<file path="src/gpe_pkg.sv">
// types and constants shared by the gpio port blocks
package gpe_pkg;

  localparam int FIELD_W    = 8;
  localparam int KIND_W     = 2;
  localparam int IN_DATA_W  = 24;
  localparam int OUT_DATA_W = 48;
  localparam int CFG_IDX_W  = 3;

  typedef enum logic [KIND_W-1:0] {
    KIND_SAMPLE = 2'd0,
    KIND_WRITE  = 2'd1,
    KIND_READ   = 2'd2,
    KIND_CLEAR  = 2'd3
  } kind_t;

  typedef enum logic [CFG_IDX_W-1:0] {
    REG_DIRECTION  = 3'd0,
    REG_DIG_ENABLE = 3'd1,
    REG_INT_SENSE  = 3'd2,
    REG_BOTH_EDGES = 3'd3,
    REG_INT_EVENT  = 3'd4,
    REG_INT_MASK   = 3'd5
  } reg_idx_t;

  typedef struct packed {
    logic [FIELD_W-1:0] direction;
    logic [FIELD_W-1:0] digital_enable;
    logic [FIELD_W-1:0] interrupt_sense;
    logic [FIELD_W-1:0] both_edges;
    logic [FIELD_W-1:0] interrupt_event;
    logic [FIELD_W-1:0] interrupt_mask;
  } cfg_t;

  typedef struct packed {
    logic [FIELD_W-1:0] output_latch;
    logic [FIELD_W-1:0] previous_sample;
    logic [FIELD_W-1:0] edge_status;
  } port_state_t;

  typedef struct packed {
    kind_t              kind;
    logic [FIELD_W-1:0] pin_levels;
    logic [FIELD_W-1:0] write_value;
    logic [FIELD_W-1:0] write_mask;
  } item_t;

  typedef struct packed {
    logic               irq;
    logic [FIELD_W-1:0] masked_status;
    logic [FIELD_W-1:0] raw_status;
    logic [FIELD_W-1:0] drive_enable;
    logic [FIELD_W-1:0] drive_value;
    logic [FIELD_W-1:0] read_data;
  } result_t;

endpackage

</file>
<file path="src/gpe_eval.sv">
// combinational evaluation of one word: next port state and result fields
module gpe_eval #(
  parameter int PIN_COUNT = 8
) (
  input  gpe_pkg::cfg_t        cfg,
  input  gpe_pkg::port_state_t cur,
  input  gpe_pkg::item_t       item,
  output gpe_pkg::port_state_t nxt,
  output gpe_pkg::result_t     res
);

  localparam int PINS = (PIN_COUNT < gpe_pkg::FIELD_W) ? PIN_COUNT : gpe_pkg::FIELD_W;
  localparam logic [gpe_pkg::FIELD_W:0] ONE = {{gpe_pkg::FIELD_W{1'b0}}, 1'b1};
  localparam logic [gpe_pkg::FIELD_W-1:0] PIN_MASK =
    gpe_pkg::FIELD_W'((ONE << PINS) - ONE);

  logic [gpe_pkg::FIELD_W-1:0] dir, de, sense, both, ev, imask;
  logic [gpe_pkg::FIELD_W-1:0] pads, wval, wmsk;
  logic [gpe_pkg::FIELD_W-1:0] sample, rising, falling, hits, level, enabled_out;
  logic [gpe_pkg::FIELD_W-1:0] latch, edges, read, raw;

  always_comb begin
    dir   = cfg.direction & PIN_MASK;
    de    = cfg.digital_enable & PIN_MASK;
    sense = cfg.interrupt_sense & PIN_MASK;
    both  = cfg.both_edges & PIN_MASK;
    ev    = cfg.interrupt_event & PIN_MASK;
    imask = cfg.interrupt_mask & PIN_MASK;
    pads  = item.pin_levels & PIN_MASK;
    wval  = item.write_value & PIN_MASK;
    wmsk  = item.write_mask & PIN_MASK;

    // disabled pins sample as zero, so enabling a high pad looks like a rising edge
    sample  = pads & de;
    rising  = sample & ~cur.previous_sample & PIN_MASK;
    falling = ~sample & cur.previous_sample & PIN_MASK;
    hits    = ~sense & PIN_MASK &
              ((both & (rising | falling)) |
               (~both & ev & rising) |
               (~both & ~ev & falling));
    level       = sense & ~(sample ^ ev) & PIN_MASK;
    enabled_out = dir & de;

    latch = cur.output_latch;
    edges = cur.edge_status;
    read  = '0;
    case (item.kind)
      gpe_pkg::KIND_WRITE: latch = ((latch & ~wmsk) | (wval & wmsk)) & PIN_MASK;
      gpe_pkg::KIND_READ:  read  = ((latch & dir) | (sample & ~dir)) & de;
      gpe_pkg::KIND_CLEAR: edges = edges & ~wval;
      default: ;
    endcase
    // a fresh edge wins over a clear of the same bit
    edges = (edges | hits) & PIN_MASK;
    raw   = edges | level;

    nxt.output_latch    = latch;
    nxt.previous_sample = sample;
    nxt.edge_status     = edges;

    res.read_data     = read;
    res.drive_value   = latch & enabled_out;
    res.drive_enable  = enabled_out;
    res.raw_status    = raw;
    res.masked_status = raw & imask;
    res.irq           = |(raw & imask);
  end

endmodule

</file>
<file path="src/gpio_port_edge_level_interrupt.sv">
// top level of the gpio port with edge and level interrupts
//
// Input stream: in_tvalid/in_tready, in_tuser carries the word kind (sample,
// data write, data read, interrupt clear) and in_tdata the pad levels,
// write value and write mask. Every word samples the pads, then performs
// its access. Result stream: one word per input word with read data, drive
// value and enable, raw and masked status and the irq bit.
// Configuration: cfg_valid/cfg_ready with a register index and 8-bit data;
// cfg_ready is always high, unknown indexes are dropped. Write only while idle.
// From input accept to result valid a word passes an input register, then
// the evaluation logic into the result register, with the port state
// updated as the word moves over. Throughput is one word per clock while
// the receiver takes results, set by that single evaluation stage.
// A stalled receiver holds the result register; the input register still
// takes one more word, after which in_tready drops until the result is taken.
// Synchronous active-low reset clears the configuration, output latch, last
// sample and edge status, and empties both registers.
module gpio_port_edge_level_interrupt #(
  parameter int PIN_COUNT = 8
) (
  input  logic                             clk,
  input  logic                             rst_n,
  // config
  input  logic                             cfg_valid,
  output logic                             cfg_ready,
  input  logic [gpe_pkg::CFG_IDX_W-1:0]    cfg_index,
  input  logic [gpe_pkg::FIELD_W-1:0]      cfg_data,
  // input stream
  input  logic                             in_tvalid,
  output logic                             in_tready,
  // [23:16] write_mask, [15:8] write_value, [7:0] pin_levels
  input  logic [gpe_pkg::IN_DATA_W-1:0]    in_tdata,
  // [1:0] kind
  input  logic [gpe_pkg::KIND_W-1:0]       in_tuser,
  // result stream
  output logic                             out_tvalid,
  input  logic                             out_tready,
  // [47:41] zero, [40] irq, [39:32] masked_status, [31:24] raw_status,
  // [23:16] drive_enable, [15:8] drive_value, [7:0] read_data
  output logic [gpe_pkg::OUT_DATA_W-1:0]   out_tdata
);

  gpe_pkg::cfg_t        cfg_r, cfg_nxt;
  gpe_pkg::port_state_t state_r, state_nxt;
  gpe_pkg::item_t       item_r, item_nxt;
  gpe_pkg::result_t     res_r, res_nxt;
  logic                 in_valid_r, in_valid_nxt;
  logic                 out_valid_r, out_valid_nxt;
  logic                 advance;

  assign advance   = in_valid_r && (!out_valid_r || out_tready);
  assign in_tready = !in_valid_r || advance;
  assign cfg_ready = 1'b1;

  gpe_eval #(.PIN_COUNT(PIN_COUNT)) u_eval (
    .cfg  (cfg_r),
    .cur  (state_r),
    .item (item_r),
    .nxt  (state_nxt),
    .res  (res_nxt)
  );

  always_comb begin
    cfg_nxt = cfg_r;
    if (cfg_valid) begin
      case (gpe_pkg::reg_idx_t'(cfg_index))
        gpe_pkg::REG_DIRECTION:  cfg_nxt.direction       = cfg_data;
        gpe_pkg::REG_DIG_ENABLE: cfg_nxt.digital_enable  = cfg_data;
        gpe_pkg::REG_INT_SENSE:  cfg_nxt.interrupt_sense = cfg_data;
        gpe_pkg::REG_BOTH_EDGES: cfg_nxt.both_edges      = cfg_data;
        gpe_pkg::REG_INT_EVENT:  cfg_nxt.interrupt_event = cfg_data;
        gpe_pkg::REG_INT_MASK:   cfg_nxt.interrupt_mask  = cfg_data;
        default: ;
      endcase
    end
  end

  always_comb begin
    item_nxt.kind        = gpe_pkg::kind_t'(in_tuser);
    item_nxt.pin_levels  = in_tdata[7:0];
    item_nxt.write_value = in_tdata[15:8];
    item_nxt.write_mask  = in_tdata[23:16];
    in_valid_nxt  = (in_valid_r && !advance) || (in_tvalid && in_tready);
    out_valid_nxt = advance || (out_valid_r && !out_tready);
  end

  always_ff @(posedge clk) begin
    if (!rst_n) begin
      cfg_r       <= '0;
      state_r     <= '0;
      in_valid_r  <= 1'b0;
      out_valid_r <= 1'b0;
    end else begin
      cfg_r       <= cfg_nxt;
      in_valid_r  <= in_valid_nxt;
      out_valid_r <= out_valid_nxt;
      if (advance) begin
        state_r <= state_nxt;
      end
    end
  end

  always_ff @(posedge clk) begin
    if (in_tvalid && in_tready) begin
      item_r <= item_nxt;
    end
    if (advance) begin
      res_r <= res_nxt;
    end
  end

  assign out_tvalid = out_valid_r;
  assign out_tdata  = {7'd0, res_r.irq, res_r.masked_status, res_r.raw_status,
                       res_r.drive_enable, res_r.drive_value, res_r.read_data};

  // masked status never shows a bit that raw status lacks
  assert property (@(posedge clk) disable iff (!rst_n)
    out_tvalid |-> ((out_tdata[39:32] & ~out_tdata[31:24]) == 8'd0))
    else $error("masked status outside raw status");

  // a pin only drives high when it is driven at all
  assert property (@(posedge clk) disable iff (!rst_n)
    out_tvalid |-> ((out_tdata[15:8] & ~out_tdata[23:16]) == 8'd0))
    else $error("drive value outside drive enable");

  // with the result slot free the block must keep taking words
  assert property (@(posedge clk) disable iff (!rst_n)
    !out_valid_r |-> in_tready)
    else $error("input stalled with empty result register");

  // reset empties the pipeline
  assert property (@(posedge clk)
    !rst_n |=> (!out_tvalid && !in_valid_r))
    else $error("pipeline not empty after reset");

endmodule

</file>
<file path="config.mk">
export PLATFORM = sky130hd
export DESIGN_NAME = gpio_port_edge_level_interrupt
export DESIGN_NICKNAME = d
export VERILOG_FILES = /design/src/gpe_pkg.sv /design/src/gpe_eval.sv /design/src/gpio_port_edge_level_interrupt.sv
export SDC_FILE = /design/constraint.sdc
export NUM_CORES = 1
export LEC_CHECK = 0
export ABC_CLOCK_PERIOD_IN_PS = 2500
export BUFFER_PORTS_ARGS = -buffer_cell sky130_fd_sc_hd__clkbuf_2
export CAP_MARGIN = 20
export CORE_UTILIZATION = 51
export CTS_CLUSTER_SIZE = 40
export DETAILED_ROUTE_END_ITERATION = 16
export HOLD_SLACK_MARGIN = 0.05
export PLACE_DENSITY = 0.79
export SYNTH_ARGS = -nofsm -noshare
export SYNTH_HDL_FRONTEND = slang
export SYNTH_SLANG_ARGS = --single-unit
</file>
<file path="constraint.sdc">
create_clock -name clk -period 2.5 [get_ports clk]
set_input_delay 0.125 -clock clk [delete_from_list [all_inputs] [get_ports clk]]
set_output_delay 0.125 -clock clk [all_outputs]
set_load 0.005 [all_outputs]
</file>
* Word-level counts from Yosys, hierarchy flattened
Cells that the tools add are included.
Word-level totals: bits in registers 141, bits in latches 0, memory bits (writable) 0, memory bits (read-only) 0, input port bits 42, output and inout bits 51, word-level logic and storage cells 87, memories 0
Operators by class: $add $sub $neg 0, multipliers 0, divide/modulo/power cells 0, magnitude comparators 0, eq/ne operators 8, shifts and indexed selects 0, mux-type cells 2, bitwise logic cells 36, reduce and logical (&&, ||, !) cells 20
Operators with widths (number):
- AND 8 bit | 19
- inverter 8 bit | 9
- OR 8 bit | 7
- 2-to-1 mux 8 bit | 2
- AND reduction 2 bit | 6
- OR reduction 8 bit | 1
- bitwise XOR 8 bit | 1
- == test 3 x 2 -> 1 bit, second input constant | 2
- == test 3 bit, second input constant | 2
- == test 2 bit, second input constant | 2
- logical AND 1 bit | 4
- logical NOT 1 bit | 4
- logical OR 1 bit | 4
- == test 3 x 1 -> 1 bit, second input constant | 1
- logical NOT 3 bit | 1
- == test 2 x 1 -> 1 bit, second input constant | 1

* Depth between registers and ports, before layout
Gate-level depths: netlist of the first run.
depth after elaboration 12, mapped depth 8, mapped depth without buffers 8

* Cells and area by module
From an unflattened synthesis of the first run, not the netlist that was laid out.
Unflattened totals: cells, all modules 563, area, all modules 5952.0 µm²
By module, submodules not included:
- gpio_port_edge_level_interrupt | instances 1, cells each 365, area each 4748.3 µm², seq. area each 3493.4 µm²
- gpe_eval | instances 1, cells each 198, area each 1203.7 µm², seq. area each 0.0 µm²

* Worst setup path before layout of the first run
OpenSTA, ideal clock, no wires.
path type register -> register, start point reg out_valid_r, in the netlist out_tvalid, end point reg res_r (netlist bit out_tdata[0]), enable pin, setup time 421 ps, arrival time 2313 ps, data required time 2079 ps, path slack -234 ps, stages on the path, launching flop included 6, buffers on the path 2, clock period less this slack 2734 ps, cells stage by stage dfxtp_1 > nor2b_1 > nand2b_1 > inv_2 > clkbuf_1 > clkbuf_1
On the way: word-level cells in the longest chain between the ends 3
RTL lines:
- start: declaration | RTL line gpio_port_edge_level_interrupt.sv:48 | logic out_valid_r, out_valid_nxt;
- start signal: assignment | RTL line gpio_port_edge_level_interrupt.sv:96 | out_valid_r <= out_valid_nxt;
- logical NOT 1 bit | RTL line gpio_port_edge_level_interrupt.sv:51 | assign advance = in_valid_r && (!out_valid_r || out_tready);
- logical OR 1 bit | RTL line gpio_port_edge_level_interrupt.sv:51
- logical AND 1 bit | RTL line gpio_port_edge_level_interrupt.sv:51
- via advance | RTL line gpio_port_edge_level_interrupt.sv:49 | logic advance;
- end signal: assignment | RTL line gpio_port_edge_level_interrupt.sv:108 | res_r <= res_nxt;
- end: declaration | RTL line gpio_port_edge_level_interrupt.sv:46 | gpe_pkg::result_t res_r, res_nxt;
The timed path passes the listed nets, and every way through them passes these cells. A chain may end at the register's enable or synchronous reset.

==> results of run 1 <==
==> area by class of cell <==
cell class                      count  area (um2)
Timing Repair Buffer              176        1220
Multi-Input combinational cell    384        2390
Fill cell                         768        3430
Clock buffer                       19         454
Clock inverter                     13         165
Tap cell                          143         179
Inverter                           37         139
Sequential cell                   141        3490
==> path summary, 6_finish.rpt <==
| check | endpoint | start | cells after the start |
|---|---|---|---|
| worst max register to register | out_tdata[40]$_DFFE_PP_ | item_r[17]$_DFFE_PP_ | 8 |
| worst max-delay path | out_tdata[40]$_DFFE_PP_ | item_r[17]$_DFFE_PP_ | 8 |
| worst min-delay path | cfg_r[31]$_SDFFE_PN0P_ | cfg_index[0] | 4 |
| worst min register to register | cfg_r[6]$_SDFFE_PN0P_ | cfg_r[6]$_SDFFE_PN0P_ | 2 |
==> stage by stage <==
step                      hold slack [ns]  cell area [um2]  instances  setup TNS, ns  worst slack, ns
after floorplan                     0.224             6060        593              0            0.103
after global placement              0.303             6700        814              0           0.0125
after detailed placement            0.304             6700        814        -0.0950          -0.0950
after CTS                           0.207             7910        907        -0.0658          -0.0513
after global routing                0.264             8040        913         -0.208           -0.152
final                               0.226             8040        913         -0.106           -0.106
==> Yosys cell counts <==
cell	n
nand4_1	4
a31oi_1	16
a21oi_1	21
nor2_1	11
nor2b_1	19
a21boi_1	52
a221o_1	4
conb_1	2
mux2i_1	8
or2_1	3
ha_1	16
or4b_1	1
a221oi_1	8
nand3_1	23
mux2_4	2
edfxtp_1	67
and3_2	1
o21ai_1	12
and2_1	9
o21ai_2	2
buf_2	3
a22oi_1	4
nand2b_1	2
inv_2	1
inv_1	36
nand2_1	132
dfxtp_1	74
or4_1	1
and4_1	2
o21ai_4	1
buf_4	8
o21ai_0	1
mux2_1	6
clkbuf_1	20
xor2_1	2
o21a_1	7
and3_1	6
==> repair_timing <==
| item | in CTS | in global routing |
|---|---|---|
| gates cloned | 0 | 0 |
| gates resized for setup | 13 | 15 |
| setup endpoints to repair | 1 | 2 |
| pin swaps | 8 | 9 |
| endpoints found under the hold margin | 76 | 0 |
| hold buffers | 36 | 0 |
| buffers inserted | 25 | 7 |
==> power groups by stage <==
stage	registers (W)	clock network [W]	logic [W]
floorplan	0.00259	0	0.000155
global placement	0.00260	0	0.000279
detailed placement	0.00260	0	0.000290
CTS	0.00256	0.00263	0.000348
global route	0.00257	0.00273	0.000393
finish	0.00256	0.00263	0.000366
==> state kept, by name, indices dropped and copies added, names as in the netlist <==
signal	count
in_valid_r	1
out_tdata	41
state_r	24
cfg_r	48
out_tvalid	1
item_r	26
==> worst max-delay path, cell delays in order (launching register included) <==
cell      delay (ns)
edfxtp_1        0.42
nand2_2         0.13
inv_2           0.07
ha_4            0.16
mux2_4          0.27
o21ai_4         0.17
a31oi_4         0.10
or4_4           0.55
or4b_1          0.47
==> metal layers <==
metal  share of wire, %  vias to the layer above  global-route usage, %
met2                 49                      274                   45.1
met3                7.8                       59                   5.96
met5                  0                        -                      0
li1                   -                     2359                      -
met4                3.5                        0                   16.2
met1                 39                     2408                   32.5
==> kinds of logic after synthesis <==
family / after synthesis / share of synthesized area, %
AOI/OAI and AO/OA: 128 / 14.7
xor gates and xnor gates: 2 / 0.290
adders and majority gates: 16 / 3.32
buffers and inverters: 68 / 4.79
DFF: 141 / 57.9
muxes: 16 / 2.94
other: 2 / 0.124
and+or+nand+nor: 214 / 16.0
==> results.txt, run 1 <==
The floorplan core area is roughly 11000 um2. The post-synthesis sequential area ratio came out at between 50% and 60%. The die is 111 um tall. The clock input transition at the sequential cells of the worst setup and hold paths is approximately 0.06 ns.

During synthesis, Yosys emitted a total of 0 warnings. The net count of the finished layout is 815. Relative to the synthesized area, the layout overhead comes to 33.2%. The share of the core filled with cells came out at between 70 and 80%.

The internal power consumption came out at 0.00430 W. The clock period minus worst slack came out at roughly 2.6 ns. The global-route total usage across every layer is a little over a quarter. The via count of the first global-routing pass is ~5100.

Port buffering added 84 buffers. The fraction of power spent switching nets came out at between 20% and 30%. The final reports fail on negative setup slack. The via-per-instance ratio came out at between 5 and 6. The required time of the critical path came out at 2.67 ns. The detailed-placement wirelength estimate is 9590 um.

In the post-synthesis netlist, the biggest area contributors are edfxtp_1 33%, dfxtp_1 25%, nand2_1 8.2%. 93 I/O pins were placed. The TritonCTS sink count came out at ~140. The sum of internal, switching and leakage power is about 0.0056 W. The number of buffers created by CTS is 17. The width of the die is roughly 110 um. The final-report max-slew violation count is 0. The CTS H-tree depth came out at 4. The later pin in the worst-skew pair is clocked with a latency of between 0.4 and 0.5 ns.

Leaving out fill and tap cells, the most frequent cell in the layout is nand2_1. After detailed routing, the average wire length per cell comes to 18.4 um. TritonCTS built the clock tree. The worst vdd rail ir drop is 0.000642 V. The routed wire length came out at 16800 um.

In the synthesized netlist, the number of instances is about 590. The initial standard-cell utilization of the core came out at between 50% and 60%. The post-synthesis cell area came out at between 6000 and 7000 um2.

Setup repair after global routing could not meet its margin everywhere. The pin slew with the least headroom to its limit came out at between 0.7 and 0.8 ns. The worst slew margin relative to its limit is around 49%.

The number of distinct library cells after synthesis is 37. Cells with a size suffix above 1 make up around a quarter of the layout. The setup-violating endpoint count in the final report came out at 1.

For this design the static power due to leakage is 3.24 nW. Clock skew on the completed layout was measured at between 0.01 and 0.015 ns. Counting flops and latches in the post-synthesis netlist gives 141. The count of antenna diodes in the layout is 0. STA classifies the critical path endpoint as a flip-flop. The total number of placement rows came out at 39. The number of antenna violations at the first check in global routing is 0.

The run finished, with violations left. The share of Yosys cell area claimed by the top area cell type is 33.3%. The number of hold violations in the final report is 0. The arrival time of data at the critical path endpoint is 2.77 ns. The weighted congestion at the end of routability-driven global placement came out at approximately 0.81. Leaving out fill and tap cells, the most frequent cells in the layout are 129 x nand2_1, 84 x clkbuf_2, 74 x dfxtp_1.

The fraction of power consumed by the clock network is 47.3%. The peak fanout along the critical path is 3. Registers are responsible for between 40% and 50% of the overall power. For flop-to-flop paths, the worst setup slack is -0.11 ns. The min-delay analysis places its worst path in the category input pin to flip-flop. The post-route clock period utilization came out at 104%. For this block, the via count after detailed routing is approximately 5000. The number of nets with antenna violations after detailed routing is 0. The number of max-capacitance violations reported came out at 0. The net load switching power came out at approximately 0.0013 W. The worst setup path is launched from a flip-flop. Clock tree synthesis selected as its root buffer the cell clkbuf_16. For this block, the initial DRC count from the detailed router was roughly 500. The residual overflow from global routing came out at 0. The detailed-routing iteration count for the pre-antenna-repair pass came out at 5. Combinational cells account for about 6.6% of the total power. The maximum root-to-sink buffer count is 2. The highest clock frequency the design can meet came out at roughly 380 MHz. The critical path is of the flip-flop to flip-flop type. The smallest setup slack after layout is -0.106 ns. The maximum number of pins on one net before global-route repair is 75. The global-route wire length before repair is ~25000 um. The die covers between 10000 and 15000 um2. Dividing total power by cell area gives a power density of a little under 700 nW/um2. The biggest area contributor in the post-synthesis netlist is edfxtp_1. The mean instance size in the synthesized netlist came out at around 10 um2. The DRC violation count after routing came out at 0.
(Power assumes the default switching activity.)
==> inputs of run 2 (changes only) <==
- ABC_CLOCK_PERIOD_IN_PS: 2500 -> 2200
- clock period: 2.5 -> 2.2 ns (I/O delays scaled with it)
==> results.txt, run 2 (synthesis gave the netlist of run 1 again) <==
STA classifies the critical path startpoint as a flip-flop. The required time of the critical path is between 2 and 2.5 ns. The post-route cell area came out at approximately 8000 um2.

In this run the register-to-register setup slack is -0.34 ns. The worst flop-to-flop path endpoint is out_tdata[40]$_DFFE_PP_. Summing all multi-input logic gate instances after layout gives 2320 um2.

The number of cells traversed by the worst hold path is 5. Setup repair after global routing could not meet its margin everywhere. The post-placement setup slack came out at -0.357 ns. The sum of internal, switching and leakage power is between 0.006 and 0.007 W. The clock tree skew after final layout came out at 0.00785 ns. The most common cell after layout, fill and taps aside is nand2_1. The number of cells on the worst reg-to-reg path is 8. The later pin in the worst-skew pair is clocked with a latency of about 0.42 ns. In the final layout, the share of cells above drive strength 1 is between 20% and 30%. The count of antenna diodes in the layout is 0. The initial standard-cell utilization of the core came out at roughly 53%. The number of clock buffers added by TritonCTS is 17. For hold timing, the worst endpoint is cfg_r[30]$_SDFFE_PN0P_. The class of the most critical setup path is flip-flop to flip-flop.

The startpoint of the lowest-slack register-to-register path is item_r[18]$_DFFE_PP_. Dividing the detail-routed wire length by the instance count gives 16.7 um. The global-route wire length before repair is around 24000 um. Fill cells in the final layout number between 800 and 900.

Once detailed placement completed, the half-perimeter wirelength came to ~9800 um. The via count of the first global-routing pass is between 4000 and 5000. The H-tree was split into 4 levels. The detailed-routing iteration count for the pre-antenna-repair pass came out at 5. The flow ran to the end, but the final reports show violations. The root buffer cell chosen for the clock tree is clkbuf_16. Global routing consumed, over all layers together, around a quarter of the routing resources.

The total number of placement rows is 39. The smallest setup slack after layout came out at -0.336 ns. TritonCTS built the clock tree. Input and output buffers added on the ports amount to 84. The setup-violating endpoint count in the final report is 1. The final-report max-slew violation count came out at 0. The residual overflow from global routing is 0. The DRC violation count after routing is 0. For this block, the via count after detailed routing is 5043.

The worst hold slack across all endpoints is 0.215 ns. The layout overhead on the synthesized area is 32.2%. The floorplan core area came out at between 10000 and 15000 um2. The number of antenna violations at the first check in global routing came to 0.

The number of placed instances with taps included is about 850. The arrival time of data at the critical path endpoint is 2.70 ns. The clock input transition at the sequential cells of the worst setup and hold paths came out at around 0.060 ns.

Dividing total power by cell area gives a power density of roughly 770 nW/um2. The cell at the slowest stage of the critical path is or4_4. The final standard cell count with taps included and fillers excluded came out at approximately 900. The weighted congestion at the end of routability-driven global placement is 0.796. The final reports fail on negative setup slack. Leaving out fill and tap cells, the most frequent cells in the layout are 128 x nand2_1, 84 x clkbuf_2, 74 x dfxtp_1. In this run the worst path has a maximum fanout of 3. The TritonCTS sink count is about 140. The maximum number of pins on one net before global-route repair is 41. The routed wire length came out at approximately 15000 um. The min-delay analysis places its worst path in the category input pin to flip-flop. The via-per-instance ratio came out at between 5 and 6. The critical path's largest stage delay is about 0.55 ns. For this block, the initial DRC count from the detailed router was around 400. Across the run, the number of max-cap violations was 0.

VDD sags by at most approximately 0.0007 V. The post-route clock period utilization came out at 115%. The number of hold violations in the final report came out at 0.

The register with the most flip-flops in the layout has 48 of them. The clock period minus worst slack came out at roughly 2.5 ns. The hold path startpoint is cfg_index[0]. The width of the die is 111 um. The maximum root-to-sink buffer count came out at 2. The number of buffers and inverters on the critical path is 1.

The category of the worst setup path capture point is a flip-flop. between 90 and 100 I/O pins were placed. The post-placement cell area came out at around 7000 um2. The highest clock frequency the design can meet is 394 MHz. The number of nets in the final layout came out at slightly above 800. Traced cell by cell, the critical path runs through nand2_2 -> inv_2 -> ha_4 -> mux2_4 -> o21ai_4 -> a31oi_2 -> or4_4 -> or4b_1. The cell family contributing the most delay on the critical path is simple AND/OR/NAND/NOR gates. The pin slew with the least headroom to its limit came out at a little under 0.7 ns. The detail route stage leaves a number of antenna-violating nets equal to 0. The area of the die is about 12000 um2. The die outline height came out at approximately 110 um.

The leakage dissipation is roughly 3.2 nW. Registers take 3490 um2. The register with the most flip-flops in the final layout is cfg_r. The worst pin sits at a relative slew slack of 54.7%.
[run 2: cell count changes in the layout (fill, tap and decap cells not counted), sizes merged]
cell	change
dlygate4sd3	+1
buf	+4
clkinvlp	+1
inv	-1
clkbuf	-1
clkinv	+1
[run 2: what timing repair did]
item / CTS / global route
resized for setup: 11 / 1
endpoints found under the setup margin: 1 / 1
hold buffers: 37 / 0
buffers inserted: 1 / 0
pin swaps: 3 / 0
endpoints found under the hold margin: 76 / 0
gates cloned: 0 / 0
[run 2: power breakdown]
group	switching [W]	internal [W]
clock network	0.00108	0.00176
logic	0.000227	0.000201
registers	0.0000534	0.00285
[run 2: tightest hold or removal path: cells and delay by family]
kind,cells,cell delay (ns)
simple gates,2,0.13
compound gates,1,0.05
buf+inv,2,0.29
[run 2: how the worst max path moves through the flow]
stage	start	endpoint	slack (ns)	cells after the start
2_1_floorplan	item_r[18]$_DFFE_PP_	out_tdata[40]$_DFFE_PP_	-0.19	8
3_3_place_gp	item_r[18]$_DFFE_PP_	out_tdata[40]$_DFFE_PP_	-0.28	8
3_5_place_dp	item_r[17]$_DFFE_PP_	out_tdata[40]$_DFFE_PP_	-0.36	8
4_1_cts	item_r[18]$_DFFE_PP_	out_tdata[40]$_DFFE_PP_	-0.30	8
5_1_grt	item_r[18]$_DFFE_PP_	out_tdata[40]$_DFFE_PP_	-0.41	8
6_report	item_r[18]$_DFFE_PP_	out_tdata[40]$_DFFE_PP_	-0.34	8
[run 2: layout make-up]
class | count | share of cell area [%]
Timing Repair Buffer | 181 | 15.9
Clock buffer | 18 | 5.38
Inverter | 37 | 1.74
Tap cell | 143 | 2.24
Clock inverter | 14 | 1.90
Multi-Input combinational cell | 384 | 29.1
Sequential cell | 141 | 43.8
[run 2: layer usage]
metal	vias up	GRT usage (%)	part of all wire, %
met5	-	0	0
met4	0	14.1	2.8
met3	37	6.67	6.6
met2	218	44.1	51
met1	2412	30.1	40
li1	2376	-	-
[run 2: metrics by stage]
step / utilization (%) / TNS [ns]
floorplan: - / -0.189
global placement: 60.8 / -0.276
detailed placement: 60.8 / -0.357
CTS: 69.6 / -0.304
global route: 69.6 / -0.414
finish: 69.6 / -0.336
